==> config.mk <==
export PLATFORM = sky130hd
export DESIGN_NAME = text_view_line_filter
export DESIGN_NICKNAME = d
export VERILOG_FILES = /design/src/rtl/tvlf_pkg.sv /design/src/rtl/text_view_line_filter.sv /design/src/rtl/tvlf_fifo.sv /design/src/rtl/tvlf_front.sv /design/src/rtl/tvlf_back.sv
export SDC_FILE = /design/constraint.sdc
export NUM_CORES = 1
export LEC_CHECK = 0
export CAP_MARGIN = 20
export CORE_MARGIN = 10
export CORE_UTILIZATION = 65
export DETAILED_ROUTE_END_ITERATION = 10
export DONT_BUFFER_PORTS = 1
export PLACE_DENSITY_LB_ADDON = 0.05
export SKIP_CTS_REPAIR_TIMING = 1
export SLEW_MARGIN = 0
export SYNTH_ARGS = -nofsm -noshare
export SYNTH_HDL_FRONTEND = slang
export SYNTH_SLANG_ARGS = --single-unit
==> constraint.sdc <==
create_clock -name clk -period 8.6 [get_ports clk]
set_input_delay 0 -clock clk [delete_from_list [all_inputs] [get_ports clk]]
set_output_delay 0 -clock clk [all_outputs]
set_load 0.005 [all_outputs]
==> src/rtl/tvlf_pkg.sv <==
package tvlf_pkg;

  localparam int TVLF_NUMBER_DIGITS = 6;
  localparam int TVLF_QUEUE_DEPTH   = 4;
  localparam int TVLF_CFG_ADDR_W    = 3;

  typedef logic [TVLF_CFG_ADDR_W-1:0] tvlf_cfg_idx_t;

  localparam tvlf_cfg_idx_t CFG_NUMBER_ALL       = 3'd0;
  localparam tvlf_cfg_idx_t CFG_NUMBER_NONBLANK  = 3'd1;
  localparam tvlf_cfg_idx_t CFG_SQUEEZE_BLANK    = 3'd2;
  localparam tvlf_cfg_idx_t CFG_SHOW_ENDS        = 3'd3;
  localparam tvlf_cfg_idx_t CFG_SHOW_TABS        = 3'd4;
  localparam tvlf_cfg_idx_t CFG_SHOW_NONPRINTING = 3'd5;

  localparam logic [7:0] CH_NUL    = 8'h00;
  localparam logic [7:0] CH_TAB    = 8'h09;
  localparam logic [7:0] CH_NL     = 8'h0A;
  localparam logic [7:0] CH_SPACE  = 8'h20;
  localparam logic [7:0] CH_DOLLAR = 8'h24;
  localparam logic [7:0] CH_DASH   = 8'h2D;
  localparam logic [7:0] CH_QMARK  = 8'h3F;
  localparam logic [7:0] CH_CTRL   = 8'h40;
  localparam logic [7:0] CH_I      = 8'h49;
  localparam logic [7:0] CH_M      = 8'h4D;
  localparam logic [7:0] CH_CARET  = 8'h5E;
  localparam logic [7:0] CH_DEL    = 8'h7F;
  localparam logic [3:0] BCD_NINE  = 4'd9;
  localparam logic [3:0] BCD_ZERO  = 4'd0;
  localparam logic [3:0] ASCII_DIGIT_HI = 4'h3;

  typedef struct packed {
    logic number_all;
    logic number_nonblank;
    logic squeeze_blank;
    logic show_ends;
    logic show_tabs;
    logic show_nonprinting;
  } tvlf_cfg_t;

  // Body of one rendered item: [$][M-][^]glyph
  typedef struct packed {
    logic       dollar;
    logic       meta;
    logic       caret;
    logic [7:0] glyph;
  } tvlf_body_t;

endpackage

==> src/rtl/text_view_line_filter.sv <==
// Renders a text byte stream as cat with its number, squeeze and show options
// would: each input byte yields 0 to NUMBER_DIGITS+5 output bytes (11 with six
// digits); a repeated blank line dropped by squeeze yields none. The input side
// takes one byte per cycle while the four-entry queue between classifier and
// expander has room; the output side sends one byte per cycle while out_tready
// is high, so the output port sets sustained throughput. The first output byte
// of an item passes through the queue and then the registered output stage.
// The last byte of each item's output carries out_tlast. Write the six option
// registers only while the block is idle.
module text_view_line_filter #(
  parameter int NUMBER_DIGITS = tvlf_pkg::TVLF_NUMBER_DIGITS
) (
  input  logic                          clk,
  input  logic                          rst_n,
  input  logic                          cfg_we,
  input  logic [tvlf_pkg::TVLF_CFG_ADDR_W-1:0] cfg_addr,
  input  logic                          cfg_wdata,
  input  logic                          in_tvalid,
  output logic                          in_tready,
  input  logic [7:0]                    in_tdata,   // [7:0] in_byte
  input  logic                          in_tuser,   // [0] new_stream
  output logic                          out_tvalid,
  input  logic                          out_tready,
  output logic [7:0]                    out_tdata,  // [7:0] out_byte
  output logic                          out_tlast
);

  import tvlf_pkg::*;

  localparam int DIG_W   = 8 * NUMBER_DIGITS;
  localparam int ENTRY_W = 1 + DIG_W + $bits(tvlf_body_t);

  tvlf_cfg_t cfg_r;

  logic               push, pop, queue_full, head_valid;
  logic               push_num_en, head_num_en;
  logic [DIG_W-1:0]   push_digits, head_digits;
  tvlf_body_t         push_body, head_body;
  logic [ENTRY_W-1:0] wr_entry, rd_entry;

  always_ff @(posedge clk) begin
    if (!rst_n) begin
      cfg_r <= '0;
    end else if (cfg_we) begin
      case (cfg_addr)
        CFG_NUMBER_ALL:       cfg_r.number_all       <= cfg_wdata;
        CFG_NUMBER_NONBLANK:  cfg_r.number_nonblank  <= cfg_wdata;
        CFG_SQUEEZE_BLANK:    cfg_r.squeeze_blank    <= cfg_wdata;
        CFG_SHOW_ENDS:        cfg_r.show_ends        <= cfg_wdata;
        CFG_SHOW_TABS:        cfg_r.show_tabs        <= cfg_wdata;
        CFG_SHOW_NONPRINTING: cfg_r.show_nonprinting <= cfg_wdata;
        default: ;
      endcase
    end
  end

  tvlf_front #(
    .NUMBER_DIGITS(NUMBER_DIGITS)
  ) u_front (
    .clk         (clk),
    .rst_n       (rst_n),
    .cfg         (cfg_r),
    .in_tvalid   (in_tvalid),
    .in_tready   (in_tready),
    .in_tdata    (in_tdata),
    .in_tuser    (in_tuser),
    .queue_full  (queue_full),
    .push        (push),
    .push_num_en (push_num_en),
    .push_digits (push_digits),
    .push_body   (push_body)
  );

  assign wr_entry = {push_num_en, push_digits, push_body};
  assign {head_num_en, head_digits, head_body} = rd_entry;

  tvlf_fifo #(
    .WIDTH(ENTRY_W),
    .DEPTH(TVLF_QUEUE_DEPTH)
  ) u_queue (
    .clk       (clk),
    .rst_n     (rst_n),
    .push      (push),
    .wr_data   (wr_entry),
    .pop       (pop),
    .rd_data   (rd_entry),
    .full      (queue_full),
    .not_empty (head_valid)
  );

  tvlf_back #(
    .NUMBER_DIGITS(NUMBER_DIGITS)
  ) u_back (
    .clk         (clk),
    .rst_n       (rst_n),
    .head_valid  (head_valid),
    .head_num_en (head_num_en),
    .head_digits (head_digits),
    .head_body   (head_body),
    .pop         (pop),
    .out_tvalid  (out_tvalid),
    .out_tready  (out_tready),
    .out_tdata   (out_tdata),
    .out_tlast   (out_tlast)
  );

endmodule

==> src/rtl/tvlf_fifo.sv <==
module tvlf_fifo #(
  parameter int WIDTH = 8,
  parameter int DEPTH = 4
) (
  input  logic             clk,
  input  logic             rst_n,
  input  logic             push,
  input  logic [WIDTH-1:0] wr_data,
  input  logic             pop,
  output logic [WIDTH-1:0] rd_data,
  output logic             full,
  output logic             not_empty
);

  localparam int PTR_W = (DEPTH > 1) ? $clog2(DEPTH) : 1;
  localparam int CNT_W = $clog2(DEPTH + 1);
  localparam logic [PTR_W-1:0] LAST_PTR = PTR_W'(DEPTH - 1);
  localparam logic [CNT_W-1:0] FULL_CNT = CNT_W'(DEPTH);

  logic [WIDTH-1:0] mem_r [DEPTH];
  logic [PTR_W-1:0] wr_ptr_r, wr_ptr_nxt;
  logic [PTR_W-1:0] rd_ptr_r, rd_ptr_nxt;
  logic [CNT_W-1:0] count_r, count_nxt;
  logic             do_push, do_pop;

  assign full      = (count_r == FULL_CNT);
  assign not_empty = (count_r != '0);
  assign rd_data   = mem_r[rd_ptr_r];
  assign do_push   = push && !full;
  assign do_pop    = pop && not_empty;

  always_comb begin
    wr_ptr_nxt = wr_ptr_r;
    rd_ptr_nxt = rd_ptr_r;
    count_nxt  = count_r;
    if (do_push) begin
      wr_ptr_nxt = (wr_ptr_r == LAST_PTR) ? '0 : wr_ptr_r + PTR_W'(1);
    end
    if (do_pop) begin
      rd_ptr_nxt = (rd_ptr_r == LAST_PTR) ? '0 : rd_ptr_r + PTR_W'(1);
    end
    if (do_push && !do_pop) begin
      count_nxt = count_r + CNT_W'(1);
    end else if (do_pop && !do_push) begin
      count_nxt = count_r - CNT_W'(1);
    end
  end

  always_ff @(posedge clk) begin
    if (!rst_n) begin
      wr_ptr_r <= '0;
      rd_ptr_r <= '0;
      count_r  <= '0;
    end else begin
      wr_ptr_r <= wr_ptr_nxt;
      rd_ptr_r <= rd_ptr_nxt;
      count_r  <= count_nxt;
    end
  end

  always_ff @(posedge clk) begin
    if (do_push) begin
      mem_r[wr_ptr_r] <= wr_data;
    end
  end

endmodule

==> src/rtl/tvlf_front.sv <==
module tvlf_front #(
  parameter int NUMBER_DIGITS = tvlf_pkg::TVLF_NUMBER_DIGITS
) (
  input  logic                         clk,
  input  logic                         rst_n,
  input  tvlf_pkg::tvlf_cfg_t          cfg,
  input  logic                         in_tvalid,
  output logic                         in_tready,
  input  logic [7:0]                   in_tdata,
  input  logic                         in_tuser,
  input  logic                         queue_full,
  output logic                         push,
  output logic                         push_num_en,
  output logic [8*NUMBER_DIGITS-1:0]   push_digits,
  output tvlf_pkg::tvlf_body_t         push_body
);

  import tvlf_pkg::*;

  localparam int BCD_W = 4 * NUMBER_DIGITS;
  localparam logic [BCD_W-1:0] BCD_ONE = BCD_W'(1);

  logic             at_line_start_r, at_line_start_nxt;
  logic [1:0]       blank_run_r, blank_run_nxt;
  logic [BCD_W-1:0] bcd_r, bcd_nxt;

  logic             accept;
  logic             start_eff;
  logic [1:0]       run_eff;
  logic [BCD_W-1:0] bcd_eff, bcd_inc;
  logic             is_nl, is_tab;
  logic             squeeze, numbered;
  logic             started, all_nine, carry;
  logic [3:0]       dv;
  logic [7:0]       low7;

  assign in_tready = !queue_full;
  assign accept    = in_tvalid && in_tready;
  assign start_eff = in_tuser ? 1'b1 : at_line_start_r;
  assign run_eff   = in_tuser ? 2'd0 : blank_run_r;
  assign bcd_eff   = in_tuser ? BCD_ONE : bcd_r;
  assign is_nl     = (in_tdata == CH_NL);
  assign is_tab    = (in_tdata == CH_TAB);

  always_comb begin
    blank_run_nxt = run_eff;
    if (start_eff) begin
      if (is_nl) begin
        blank_run_nxt = (run_eff == 2'd2) ? 2'd2 : run_eff + 2'd1;
      end else begin
        blank_run_nxt = 2'd0;
      end
    end
    squeeze  = start_eff && cfg.squeeze_blank && (blank_run_nxt > 2'd1);
    numbered = start_eff && (cfg.number_nonblank ? !is_nl : cfg.number_all);
  end

  // Render digits with leading blanks, most significant first.
  always_comb begin
    started     = 1'b0;
    push_digits = '0;
    for (int d = NUMBER_DIGITS - 1; d >= 0; d--) begin
      dv = bcd_eff[4*d +: 4];
      if (dv != BCD_ZERO || d == 0) begin
        started = 1'b1;
      end
      push_digits[8*(NUMBER_DIGITS-1-d) +: 8] = started ? {ASCII_DIGIT_HI, dv} : CH_SPACE;
    end
  end

  // Saturating BCD increment.
  always_comb begin
    all_nine = 1'b1;
    carry    = 1'b1;
    bcd_inc  = bcd_eff;
    for (int d = 0; d < NUMBER_DIGITS; d++) begin
      if (bcd_eff[4*d +: 4] != BCD_NINE) begin
        all_nine = 1'b0;
      end
    end
    if (!all_nine) begin
      for (int d = 0; d < NUMBER_DIGITS; d++) begin
        if (carry) begin
          if (bcd_eff[4*d +: 4] == BCD_NINE) begin
            bcd_inc[4*d +: 4] = BCD_ZERO;
          end else begin
            bcd_inc[4*d +: 4] = bcd_eff[4*d +: 4] + 4'd1;
            carry = 1'b0;
          end
        end
      end
    end
  end

  always_comb begin
    push_body = '0;
    low7      = {1'b0, in_tdata[6:0]};
    if (is_tab && cfg.show_tabs) begin
      push_body.caret = 1'b1;
      push_body.glyph = CH_I;
    end else begin
      push_body.dollar = is_nl && cfg.show_ends;
      push_body.glyph  = in_tdata;
      if (cfg.show_nonprinting && !is_nl && !is_tab) begin
        push_body.meta  = in_tdata[7];
        push_body.glyph = low7;
        if (low7 inside {[8'd1:8'd31]}) begin
          push_body.caret = 1'b1;
          push_body.glyph = low7 + CH_CTRL;
        end else if (low7 == CH_DEL) begin
          push_body.caret = 1'b1;
          push_body.glyph = CH_QMARK;
        end else if (low7 == CH_NUL) begin
          push_body.glyph = CH_NUL;
        end
      end
    end
  end

  assign push        = accept && !squeeze;
  assign push_num_en = numbered;

  always_comb begin
    at_line_start_nxt = at_line_start_r;
    bcd_nxt           = bcd_r;
    if (accept) begin
      at_line_start_nxt = is_nl;
      bcd_nxt           = (numbered && !squeeze) ? bcd_inc : bcd_eff;
    end
  end

  always_ff @(posedge clk) begin
    if (!rst_n) begin
      at_line_start_r <= 1'b1;
      blank_run_r     <= 2'd0;
      bcd_r           <= BCD_ONE;
    end else begin
      at_line_start_r <= at_line_start_nxt;
      bcd_r           <= bcd_nxt;
      if (accept) begin
        blank_run_r <= blank_run_nxt;
      end
    end
  end

endmodule

==> src/rtl/tvlf_back.sv <==
module tvlf_back #(
  parameter int NUMBER_DIGITS = tvlf_pkg::TVLF_NUMBER_DIGITS
) (
  input  logic                        clk,
  input  logic                        rst_n,
  input  logic                        head_valid,
  input  logic                        head_num_en,
  input  logic [8*NUMBER_DIGITS-1:0]  head_digits,
  input  tvlf_pkg::tvlf_body_t        head_body,
  output logic                        pop,
  output logic                        out_tvalid,
  input  logic                        out_tready,
  output logic [7:0]                  out_tdata,
  output logic                        out_tlast
);

  import tvlf_pkg::*;

  localparam int NPOS     = NUMBER_DIGITS + 6;
  localparam int P_TAB    = NUMBER_DIGITS;
  localparam int P_DOLLAR = NUMBER_DIGITS + 1;
  localparam int P_M      = NUMBER_DIGITS + 2;
  localparam int P_DASH   = NUMBER_DIGITS + 3;
  localparam int P_CARET  = NUMBER_DIGITS + 4;
  localparam int P_GLYPH  = NUMBER_DIGITS + 5;

  logic [NPOS-1:0] rem_r, rem_nxt;
  logic            active_r, active_nxt;
  logic            out_tvalid_r, out_tvalid_nxt;
  logic [7:0]      out_tdata_r, out_tdata_nxt;
  logic            out_tlast_r, out_tlast_nxt;

  logic [NPOS-1:0] full_mask, mask, low_oh, rest;
  logic [7:0]      pos_char [NPOS];
  logic [7:0]      sel_char;
  logic            is_last, go;

  always_comb begin
    full_mask                = '0;
    full_mask[NUMBER_DIGITS-1:0] = {NUMBER_DIGITS{head_num_en}};
    full_mask[P_TAB]         = head_num_en;
    full_mask[P_DOLLAR]      = head_body.dollar;
    full_mask[P_M]           = head_body.meta;
    full_mask[P_DASH]        = head_body.meta;
    full_mask[P_CARET]       = head_body.caret;
    full_mask[P_GLYPH]       = 1'b1;
  end

  always_comb begin
    for (int p = 0; p < NUMBER_DIGITS; p++) begin
      pos_char[p] = head_digits[8*p +: 8];
    end
    pos_char[P_TAB]    = CH_TAB;
    pos_char[P_DOLLAR] = CH_DOLLAR;
    pos_char[P_M]      = CH_M;
    pos_char[P_DASH]   = CH_DASH;
    pos_char[P_CARET]  = CH_CARET;
    pos_char[P_GLYPH]  = head_body.glyph;
  end

  assign mask    = active_r ? rem_r : full_mask;
  assign low_oh  = mask & (~mask + NPOS'(1));
  assign rest    = mask & ~low_oh;
  assign is_last = (rest == '0);
  assign go      = head_valid && (!out_tvalid_r || out_tready);
  assign pop     = go && is_last;

  always_comb begin
    sel_char = '0;
    for (int p = 0; p < NPOS; p++) begin
      if (low_oh[p]) begin
        sel_char = sel_char | pos_char[p];
      end
    end
  end

  always_comb begin
    rem_nxt        = rem_r;
    active_nxt     = active_r;
    out_tvalid_nxt = out_tvalid_r;
    out_tdata_nxt  = out_tdata_r;
    out_tlast_nxt  = out_tlast_r;
    if (go) begin
      rem_nxt        = rest;
      active_nxt     = !is_last;
      out_tvalid_nxt = 1'b1;
      out_tdata_nxt  = sel_char;
      out_tlast_nxt  = is_last;
    end else if (out_tready) begin
      out_tvalid_nxt = 1'b0;
    end
  end

  always_ff @(posedge clk) begin
    if (!rst_n) begin
      active_r     <= 1'b0;
      out_tvalid_r <= 1'b0;
    end else begin
      active_r     <= active_nxt;
      out_tvalid_r <= out_tvalid_nxt;
    end
  end

  always_ff @(posedge clk) begin
    rem_r       <= rem_nxt;
    out_tdata_r <= out_tdata_nxt;
    out_tlast_r <= out_tlast_nxt;
  end

  assign out_tvalid = out_tvalid_r;
  assign out_tdata  = out_tdata_r;
  assign out_tlast  = out_tlast_r;

endmodule

Word level (Yosys, flattened, before mapping):

Memories as Yosys holds them, arrays and structs flattened. A register that Yosys moved wholly into a read port is not among the register bits.
Cells that the tools add are included.

* logic and storage cells: 191
* RAM bits: 164
* output and inout port bits: 11
* register bits: 63
* input port bits: 18
* memories kept: 1

Memory list
* u_queue.mem_r: words 4, width 41, rd ports 1, clocked after Yosys merged registers in 1, write ports 1, RTL line tvlf_fifo.sv:20 `logic [WIDTH-1:0] mem_r [DEPTH];`

* muxes and demuxes: 80
* $lt $le $gt $ge: 3
* reduce and logical (&&, ||, !) cells: 43
* add/sub/neg operators: 13
* bitwise logic cells: 10
* equality and inequality tests: 24

Operators by type and width (number)
* 24-bit two-way mux: 3
* 8-bit two-way mux: 7
* 4-bit two-way mux: 12
* 8-bit OR: 6
* 1-bit two-way mux: 32
* 7-bit two-way mux: 4
* 5-bit two-way mux: 5
* 4-bit by 1-bit adder with 4-bit output (second input constant): 6
* 12-bit bitwise AND: 2
* 4-bit == test (second input constant): 6
* 4-bit != test (second input constant): 6
* 12-bit inverter: 2
* 4-bit nonzero test: 5
* 2-bit two-way mux: 9
* 9-bit two-way mux: 2
* 1-bit logical AND: 17
* 8-bit by 4-bit == test with 1-bit output (second input constant): 2
* 12-bit by 1-bit adder with 12-bit output (second input constant): 1
* 12-bit logical NOT: 1
* 12-bit two-way mux: 1
* 6-bit two-way mux: 2
* 2-bit AND reduction: 6
* 10-bit two-way mux: 1
* 3-bit == test (second input constant): 3
* other kinds (18): 32

Logic depth before layout (Yosys ltp):

Gate-level depths: netlist (run 1).

* word-level depth: 22
* depth in mapped cells: 14
* mapped depth without buffers: 13

Cells and area by module:

A second synthesis (run 1) with hierarchy kept.

* cells, all modules: 854
* area, all modules: 13254.0 sq um

By module, submodules not included
* tvlf_fifo: cells an instance 365, instances 1, area an instance 9205.1 sq um, seq. area each 7387.1 sq um
* tvlf_front: cells an instance 320, instances 1, area an instance 2319.7 sq um, seq. area each 540.5 sq um
* tvlf_back: cells an instance 144, instances 1, area an instance 1458.9 sq um, seq. area each 640.6 sq um
* text_view_line_filter: cells an instance 25, instances 1, area an instance 270.3 sq um, seq. area each 120.1 sq um

Least setup slack after synthesis (run 1):

No wires, ideal clock.

* kind: flip-flop to flip-flop
* from: register u_back.rem_r[2]
* to: register u_queue.count_r[2]
* period minus slack after synthesis: 2981 ps
* setup time: 71 ps
* cell stages (with the launch flop): 14
* slack: 5619 ps
* data arrival time: 2910 ps
* data required time: 8529 ps
* path buffers: 1
* cell sequence: edfxtp_1 > buf_2 > nor4b_1 > nand2_1 > o31ai_4 > a21oi_2 > nor4_4 > nand2_2 > ha_1 > inv_1 > fa_1 > xor2_1 > or3_1 > a21oi_1

* word-level cells in the longest chain between the ends: 12
* elaborated cells between the ends (all ways): 14
* those cells by class: add/sub (1); mux (2); bitwise (4); reduce/logical (7)

Ends and longest elaborated chain
* from (decl): RTL line tvlf_back.sv:27 `logic [NPOS-1:0] rem_r, rem_nxt;`
* from (signal assigned): RTL line tvlf_back.sv:105 `rem_r <= rem_nxt;`
* 12-bit two-way mux *: RTL line tvlf_back.sv:61 `assign mask = active_r ? rem_r : full_mask;`
* 12-bit inverter *: RTL line tvlf_back.sv:62 `assign low_oh = mask & (~mask + NPOS'(1));`
* 12-bit by 1-bit adder with 12-bit output *: RTL line tvlf_back.sv:62
* 12-bit bitwise AND *: RTL line tvlf_back.sv:62
* 12-bit inverter *: RTL line tvlf_back.sv:63 `assign rest = mask & ~low_oh;`
* 12-bit bitwise AND *: RTL line tvlf_back.sv:63
* named net u_back.rest[9]: RTL line tvlf_back.sv:33 `logic [NPOS-1:0] full_mask, mask, low_oh, rest;`
* 12-bit logical NOT *: RTL line tvlf_back.sv:64 `assign is_last = (rest == '0);`
* named net u_back.is_last: RTL line tvlf_back.sv:36 `logic is_last, go;`
* 1-bit logical AND *: RTL line tvlf_back.sv:66 `assign pop = go && is_last;`
* 1-bit logical AND *: RTL line tvlf_fifo.sv:30 `assign do_pop = pop && not_empty;`
* 1-bit logical NOT: RTL line tvlf_fifo.sv:42 `if (do_push && !do_pop) begin`
* 1-bit logical AND: RTL line tvlf_fifo.sv:42
* 3-bit two-way mux or 2-bit nonzero test (tied branches)
* to (signal assigned): RTL line tvlf_fifo.sv:57 `count_r <= count_nxt;`
* to (decl): RTL line tvlf_fifo.sv:23 `logic [CNT_W-1:0] count_r, count_nxt;`

The timed path passes the listed nets; every way through them passes the cells marked *.
A chain may end at the register's enable or synchronous reset.

==> results.sh, run 1 <==
export IMPL_run_status="finished with violations"
export IMPL_failed_checks="negative hold slack"
export IMPL_postSynthCellCount=730
export IMPL_grt_antenna_before_repair=0
export IMPL_syn2layout_area_growth_pct=11.9
export IMPL_worst_endpoint_arrival_ns=4.44
export IMPL_timing_critical_path_mode_cell="a21oi_1"
export IMPL_synthesis_nets=756
export IMPL_syn_area_per_cell_um2=13.7
export IMPL_max_clock_freq_ghz=0.248
export IMPL_area_of_the_placeable_core_um2=15100
export IMPL_netlist_cell_type_count=74
export IMPL_totalWireLength_um=22000
export IMPL_post_synth_edffs=184
export IMPL_place_inst=887
export IMPL_report_final_setup_viol=0
export IMPL_max_vdd_ir_drop_mv=0.184
export IMPL_cp_cell_sequence="buf_4, mux4_2, o22ai_1, a21oi_1, nor4_4, nand2_2, ha_1, inv_1, fa_1, xor2_1, or3_1, a21oi_1"
export IMPL_synth_area_top_cells="edfxtp_1, dfxtp_1, mux4_2, mux2i_1, nand2_1"
export IMPL_power_density_nw_per_um2=258
export IMPL_min_from="cfg_we"
export IMPL_netlist_area_um2=10000
export IMPL_post_synthesis_compound_gate_area_fraction_pct=8.44
export IMPL_synth_simple_area_share_pct=12.7
export IMPL_worst_path_max_fanout=44
export IMPL_fin_tns_setup_ns=0
export IMPL_clk_transition_reported_paths_ns=0.06
export IMPL_fp_row_count=45
export IMPL_worst_slew_pin_transition_ns=1.04
export IMPL_yosys_warnings=0
export IMPL_finalNetCount=773
export IMPL_critPathKind="flop to flop"
export IMPL_main_combinational_cell_family_by_area_after_synthesis="simple AND/OR/NAND/NOR gates"
export IMPL_yosys_cell_count_top_type="edfxtp_1"
export IMPL_hold_path_end="cfg_r[4]"
export IMPL_drt_antenna_violating_nets=0
export IMPL_final_hold_violation_count=4
export IMPL_route_detailed_vias_per_inst=6.65
export IMPL_numPortBuffers=0
export IMPL_ys_flop_type="edfxtp_1"
export IMPL_chipWidth_um=144
export IMPL_synth_common_cells="edfxtp_1, nand2_1, nor2_1, dfxtp_1, mux4_2"
export IMPL_cts_htree_levels=1
export IMPL_max_stage_delay_ns=0.66
export IMPL_gr_total_overflow=0
export IMPL_finalNonFillerCells=953
export IMPL_post_synthesis_adder_cell_area_fraction_pct=1.07
export IMPL_fill_cells=912
export IMPL_yosys_mux_area_fraction_pct=11.1
export IMPL_dp_hpwl_um=13400
export IMPL_rr_worst_depth=12
export IMPL_post_route_clock_period_utilization_pct=46.8
export IMPL_grt_setup_unrepaired="false"
export IMPL_layout_drive_gt1_share_pct=13.9
export IMPL_timing_critical_path_depth=12
export IMPL_synthXorXnorAreaFrac_pct=0.350
export IMPL_clock_sink_count=228
export IMPL_netlist_area_leader_share_pct=55.2
export IMPL_setup_worst_path_start_class="flop"
export IMPL_hold_worst_slack_ns=-0.0147
export IMPL_min_path_type="input port to flop"
export IMPL_insertion_delay_ns=0.51
export IMPL_gp_congestion=0.872
export IMPL_reg2reg_to="u_queue.count_r[2]"
export IMPL_first_pass_grt_wire_length_um=34100
export IMPL_slew_viol_final=0
export IMPL_worst_path_dominant_cell_family="simple AND/OR/NAND/NOR gates"
export IMPL_max_slew_margin_pct=30.8
export IMPL_sequential_share_of_the_synthesized_area_pct=64.0
export IMPL_ys_ff_latch=228
export IMPL_regToRegSetupSlack_ns=4.57
export IMPL_first_global_vias=6211
export IMPL_n_antenna_cell=0
export IMPL_place_area_um2=10200
export IMPL_cellLeakagePower_nw=3.64
export IMPL_clock_tree_from_tritoncts="done"
export IMPL_clock_root_cell="clkbuf_16"
export IMPL_floorplan_die_area_um2=20800
export IMPL_maximum_buffer_depth_of_the_clock_tree=3
export IMPL_timing_final_crit_period_ns=4.03
export IMPL_timing_clock_skew_ns=0.0116
export IMPL_route_vias_total=6338
export IMPL_cp_buffers_inverters=2
export IMPL_drt_iter0_drc=568
export IMPL_data_required_time_of_the_worst_path_ns=9.01
export IMPL_grt_use_total_pct=21.0
export IMPL_async_flop_share_pct=0
export IMPL_start_util_pct=66.1
export IMPL_chipHeight_um=144
export IMPL_maximum_number_of_pins_on_one_net_before_global_route_repair=51
export IMPL_drcViolationCount=0
export IMPL_end_kind="flop"
export IMPL_min_delay_path_depth=5
export IMPL_yosysTopAreaCell="edfxtp_1"
export IMPL_maxCapViolations=0
export IMPL_crit_slowest_cell="mux4_2"
export IMPL_number_of_buffers_added_by_the_clock_tree_synthesis_step=24
export IMPL_post_route_cell_area_um2=11200
export IMPL_drtPass1Iterations=5
export IMPL_i_o_pin_count=29
export IMPL_wl_per_cell_um=23.1
[area by class of cell]
class | count | area (um^2) | area share [%]
Sequential cell | 228 | 6410 | 57.2
Inverter | 18 | 67.6 | 0.603
Tap cell | 188 | 235 | 2.10
Clock inverter | 9 | 130 | 1.16
Clock buffer | 35 | 683 | 6.10
Multi-Input combinational cell | 444 | 3380 | 30.1
Timing Repair Buffer | 31 | 298 | 2.66
[state kept, by name (all words and copies together), names as in the netlist, named ones only]
name / flops
cfg_r: 6
u_back.active_r: 1
u_back.out_tdata: 8
u_back.out_tlast: 1
u_back.out_tvalid: 1
u_back.rem_r: 11
u_front.at_line_start_r: 1
u_front.bcd_r: 24
u_front.blank_run_r: 2
u_queue.count_r: 3
u_queue.mem_r: 164
u_queue.rd_ptr_r: 2
u_queue.wr_ptr_r: 2
[routing by layer]
| metal | track usage (%) | routed length (um) |
|---|---|---|
| met1 | 29.3 | 9340 |
| met2 | 33.5 | 10700 |
| met3 | 3.28 | 1390 |
| met4 | 6.07 | 510 |
| met5 | 0 | 0 |
[cell usage in the layout, fill, tap and decap left out, drive strengths merged, types with 4 or more instances in the layout]
cell	count
ha	7
dlygate4sd3	21
a22oi	10
nand4	12
a21oi	37
clkinv	6
nor3	15
clkbuf	35
a31oi	11
buf	10
mux2i	23
dfxtp	44
nor2b	31
nand3	23
o21ai	30
o211ai	5
mux4	38
nor4	10
nor2	49
edfxtp	184
and2	10
or2	4
o22ai	5
nand2b	4
inv	17
o21a	4
or3	4
nand2	55
[logic make-up (layout without fill, tap and decap cells)]
family	after synthesis	after routing
buf+inv	58	93
fa+ha+maj	8	8
simple gates	239	239
mux	63	63
compound gates	130	130
xor+xnor	4	4
flops	228	228
[worst max-delay path by stage]
stage          slack, ns            start            endpoint
3_3_place_gp        4.72             flop  u_queue.count_r[2]
3_5_place_dp        4.60             flop  u_queue.count_r[2]
4_1_cts             4.58             flop  u_queue.count_r[2]
6_report            4.57             flop  u_queue.count_r[2]
2_1_floorplan       5.62  u_back.rem_r[2]  u_queue.count_r[2]
5_1_grt             4.32             flop  u_queue.count_r[2]
[worst min-delay path, cell delays in order]
cell	delay, ns
nor2b_1	0.14
nand2_1	0.07
nor2_1	0.04
mux2i_1	0.11
nor2_1	0.09
[report_power, final]
group	leakage, nW	internal [mW]	switching, mW	total, mW
combinational	1.25	0.150	0.264	0.414
clock	0.390	0.643	0.409	1.05
sequential	1.99	1.34	0.0829	1.42
total	3.64	2.13	0.755	2.89
[per-stage QoR]
stage	worst slack, ns	total power, mW	util, %	hold slack, ns
final	4.57	2.89	73.9	-0.0147
after global routing	4.32	3.00	73.9	0.00308
after CTS	4.58	2.88	72.4	-0.439
after detailed placement	4.60	1.84	67.0	0.0791
after global placement	4.72	1.83	67.0	0.0744
after floorplan	5.62	1.72	-	0.144
(Power assumes the default switching activity.)
==> inputs of run 2 (changes only) <==
CORE_UTILIZATION = 63   (was 65)
clock period = 4 ns   (was 8.6 ns; I/O delays follow)
==> run 2 against run 1 <==
The run still ends with negative hold slack left. Hold slack better by 0.0028 ns. Critical endpoint unchanged. Non-clock buffer count rose by 3. Global-route usage shrank 1.2 points. Critical path depth stayed put.
==> results.sh, run 2 (synthesis results as in run 1) <==
export IMPL_cp_cell_sequence="nor4b_1, nand2_1, o31ai_4, a21oi_2, nor4_4, nand2_2, ha_1, inv_1, fa_1, xor2_1, or3_1, a21oi_1"
export IMPL_totalWireLength_um=22100
export IMPL_cp_buffers_inverters=1
export IMPL_number_of_buffers_added_by_the_clock_tree_synthesis_step=24
export IMPL_drcViolationCount=0
export IMPL_crit_start="u_back.rem_r[1]"
export IMPL_worst_slew_pin_transition_ns=1.02
export IMPL_final_hold_violation_count=2
export IMPL_maxCapViolations=0
export IMPL_floorplan_die_area_um2=21300
export IMPL_power_density_nw_per_um2=555
export IMPL_cellLeakagePower_nw=3.68
export IMPL_max_slew_margin_pct=31.6
export IMPL_insertion_delay_ns=0.51
export IMPL_min_path_type="input port to flop"
export IMPL_rr_worst_depth=12
export IMPL_clock_root_cell="clkbuf_16"
export IMPL_critical_path_reg2reg_startpoint="u_back.rem_r[1]"
export IMPL_largest_registers="u_queue.mem_r (164), u_front.bcd_r (24), u_back.rem_r (11)"
export IMPL_route_detailed_vias_per_inst=6.39
export IMPL_grt_setup_unrepaired="false"
export IMPL_min_from="cfg_we"
export IMPL_n_antenna_cell=0
export IMPL_critical_path_endpoint="u_queue.count_r[2]"
export IMPL_data_required_time_of_the_worst_path_ns=4.41
export IMPL_mostFrequentLayoutCell="edfxtp_1"
export IMPL_clock_sink_count=228
export IMPL_timing_clock_skew_ns=0.0102
export IMPL_gp_congestion=0.822
export IMPL_layout_cells_most_common_list="edfxtp_1, nand2_1, nor2_1"
export IMPL_fp_row_count=46
export IMPL_syn2layout_area_growth_pct=12.9
export IMPL_timing_critical_path_depth=12
export IMPL_numPortBuffers=0
export IMPL_failed_checks="negative hold slack"
export IMPL_min_delay_path_depth=5
export IMPL_clock_tree_from_tritoncts="done"
export IMPL_hold_worst_slack_ns=-0.0119
export IMPL_report_final_setup_viol=0
export IMPL_drtPass1Iterations=5
export IMPL_route_vias_total=6284
export IMPL_layout_drive_gt1_share_pct=14.2
export IMPL_chipWidth_um=146
export IMPL_crit_slowest_cell="edfxtp_1"
export IMPL_max_clock_freq_ghz=0.277
export IMPL_largest_register_ff_count=164
export IMPL_drt_iter0_drc=546
export IMPL_max_vdd_ir_drop_mv=0.543
export IMPL_slew_viol_final=0
export IMPL_run_status="finished with violations"
export IMPL_chipHeight_um=146
export IMPL_cts_htree_levels=1
export IMPL_first_global_vias=6077
export IMPL_end_kind="flop"
export IMPL_worst_endpoint_arrival_ns=4.02
export IMPL_dp_hpwl_um=14100
export IMPL_grt_use_total_pct=19.8
export IMPL_gr_total_overflow=0
export IMPL_largest_register="u_queue.mem_r"
export IMPL_finalNetCount=776
export IMPL_maximum_number_of_pins_on_one_net_before_global_route_repair=51
export IMPL_start_util_pct=63.7
export IMPL_fin_tns_setup_ns=0
export IMPL_worst_path_max_fanout=15
export IMPL_area_of_the_placeable_core_um2=15700
export IMPL_i_o_pin_count=29
export IMPL_first_pass_grt_wire_length_um=34100
export IMPL_max_stage_delay_ns=0.60
export IMPL_drt_antenna_violating_nets=0
export IMPL_fin_total_pwr_mw=6.27
export IMPL_worst_path_dominant_cell_family="simple AND/OR/NAND/NOR gates"
export IMPL_grt_antenna_before_repair=0
export IMPL_regToRegSetupSlack_ns=0.39
export IMPL_wl_per_cell_um=22.5
export IMPL_clk_transition_reported_paths_ns=0.06
export IMPL_maximum_buffer_depth_of_the_clock_tree=3
export IMPL_post_route_clock_period_utilization_pct=90.2
export IMPL_critPathKind="flop to flop"
export IMPL_timing_final_crit_period_ns=3.61
export IMPL_setup_worst_path_start_class="flop"
export IMPL_reg2reg_to="u_queue.count_r[2]"
run 2: cell types whose count changed in the layout (fill, tap and decap cells not counted):
cell | previous run | this run
buf_12 | 1 | 3
clkinv_1 | 4 | 2
dlygate4sd3_1 | 21 | 22
clkbuf_8 | 2 | 3
clkinv_8 | 1 | 0
clkbuf_1 | 8 | 9
clkinv_2 | 1 | 2
clkinvlp_4 | 1 | 0
bufinv_16 | 3 | 4
run 2: per-stage QoR:
| stage | setup WS [ns] | util (%) | hold WS [ns] | cell area, um^2 | instances |
|---|---|---|---|---|---|
| floorplan | 1.02 | - | 0.144 | 10000 | 730 |
| global placement | 0.563 | 65.1 | 0.0791 | 10200 | 917 |
| detailed placement | 0.445 | 65.1 | 0.0845 | 10200 | 917 |
| CTS | 0.431 | 70.4 | -0.435 | 11100 | 961 |
| global route | 0.160 | 71.9 | 0.0234 | 11300 | 984 |
| finish | 0.393 | 71.9 | -0.0119 | 11300 | 984 |
run 2: cell type report:
cell class	instances	area (um^2)
flip-flops and latches	228	6410
clock inverters	7	134
clock buffers	37	701
well taps	216	270
fillers	1026	4410
multi-input cells	444	3380
repair buffers	34	348
inverters	18	67.6
run 2: worst min path at each step:
stage | endpoint | slack, ns
2_1_floorplan | cfg_r[0] | 0.14
3_3_place_gp | u_front.at_line_start_r | 0.08
3_5_place_dp | u_front.bcd_r[0] | 0.08
4_1_cts | u_front.at_line_start_r | -0.43
5_1_grt | u_front.bcd_r[20] | 0.02
6_report | cfg_r[1] | -0.01
run 2: tightest hold or removal path, cell delays in order:
cell and delay (ns):
nor2b_1 0.14, nand2_1 0.08, nor2_1 0.05, mux2i_1 0.11, nor2_1 0.08
run 2: metal layers:
| layer | part of all wire [%] | track usage, % | routed length (um) | vias to the layer above |
|---|---|---|---|---|
| li1 | - | - | - | 2856 |
| met1 | 44 | 28.2 | 9630 | 3164 |
| met2 | 49 | 32.0 | 10800 | 237 |
| met3 | 5.8 | 2.78 | 1280 | 27 |
| met4 | 1.7 | 4.00 | 379 | 0 |
| met5 | 0 | 0 | 0 | - |
run 2: power by group:
group / internal (mW) / switching (mW) / leakage, nW
combinational: 0.334 / 0.571 / 1.28
clock: 1.46 / 0.848 / 0.406
sequential: 2.88 / 0.176 / 1.99
total: 4.67 / 1.60 / 3.68
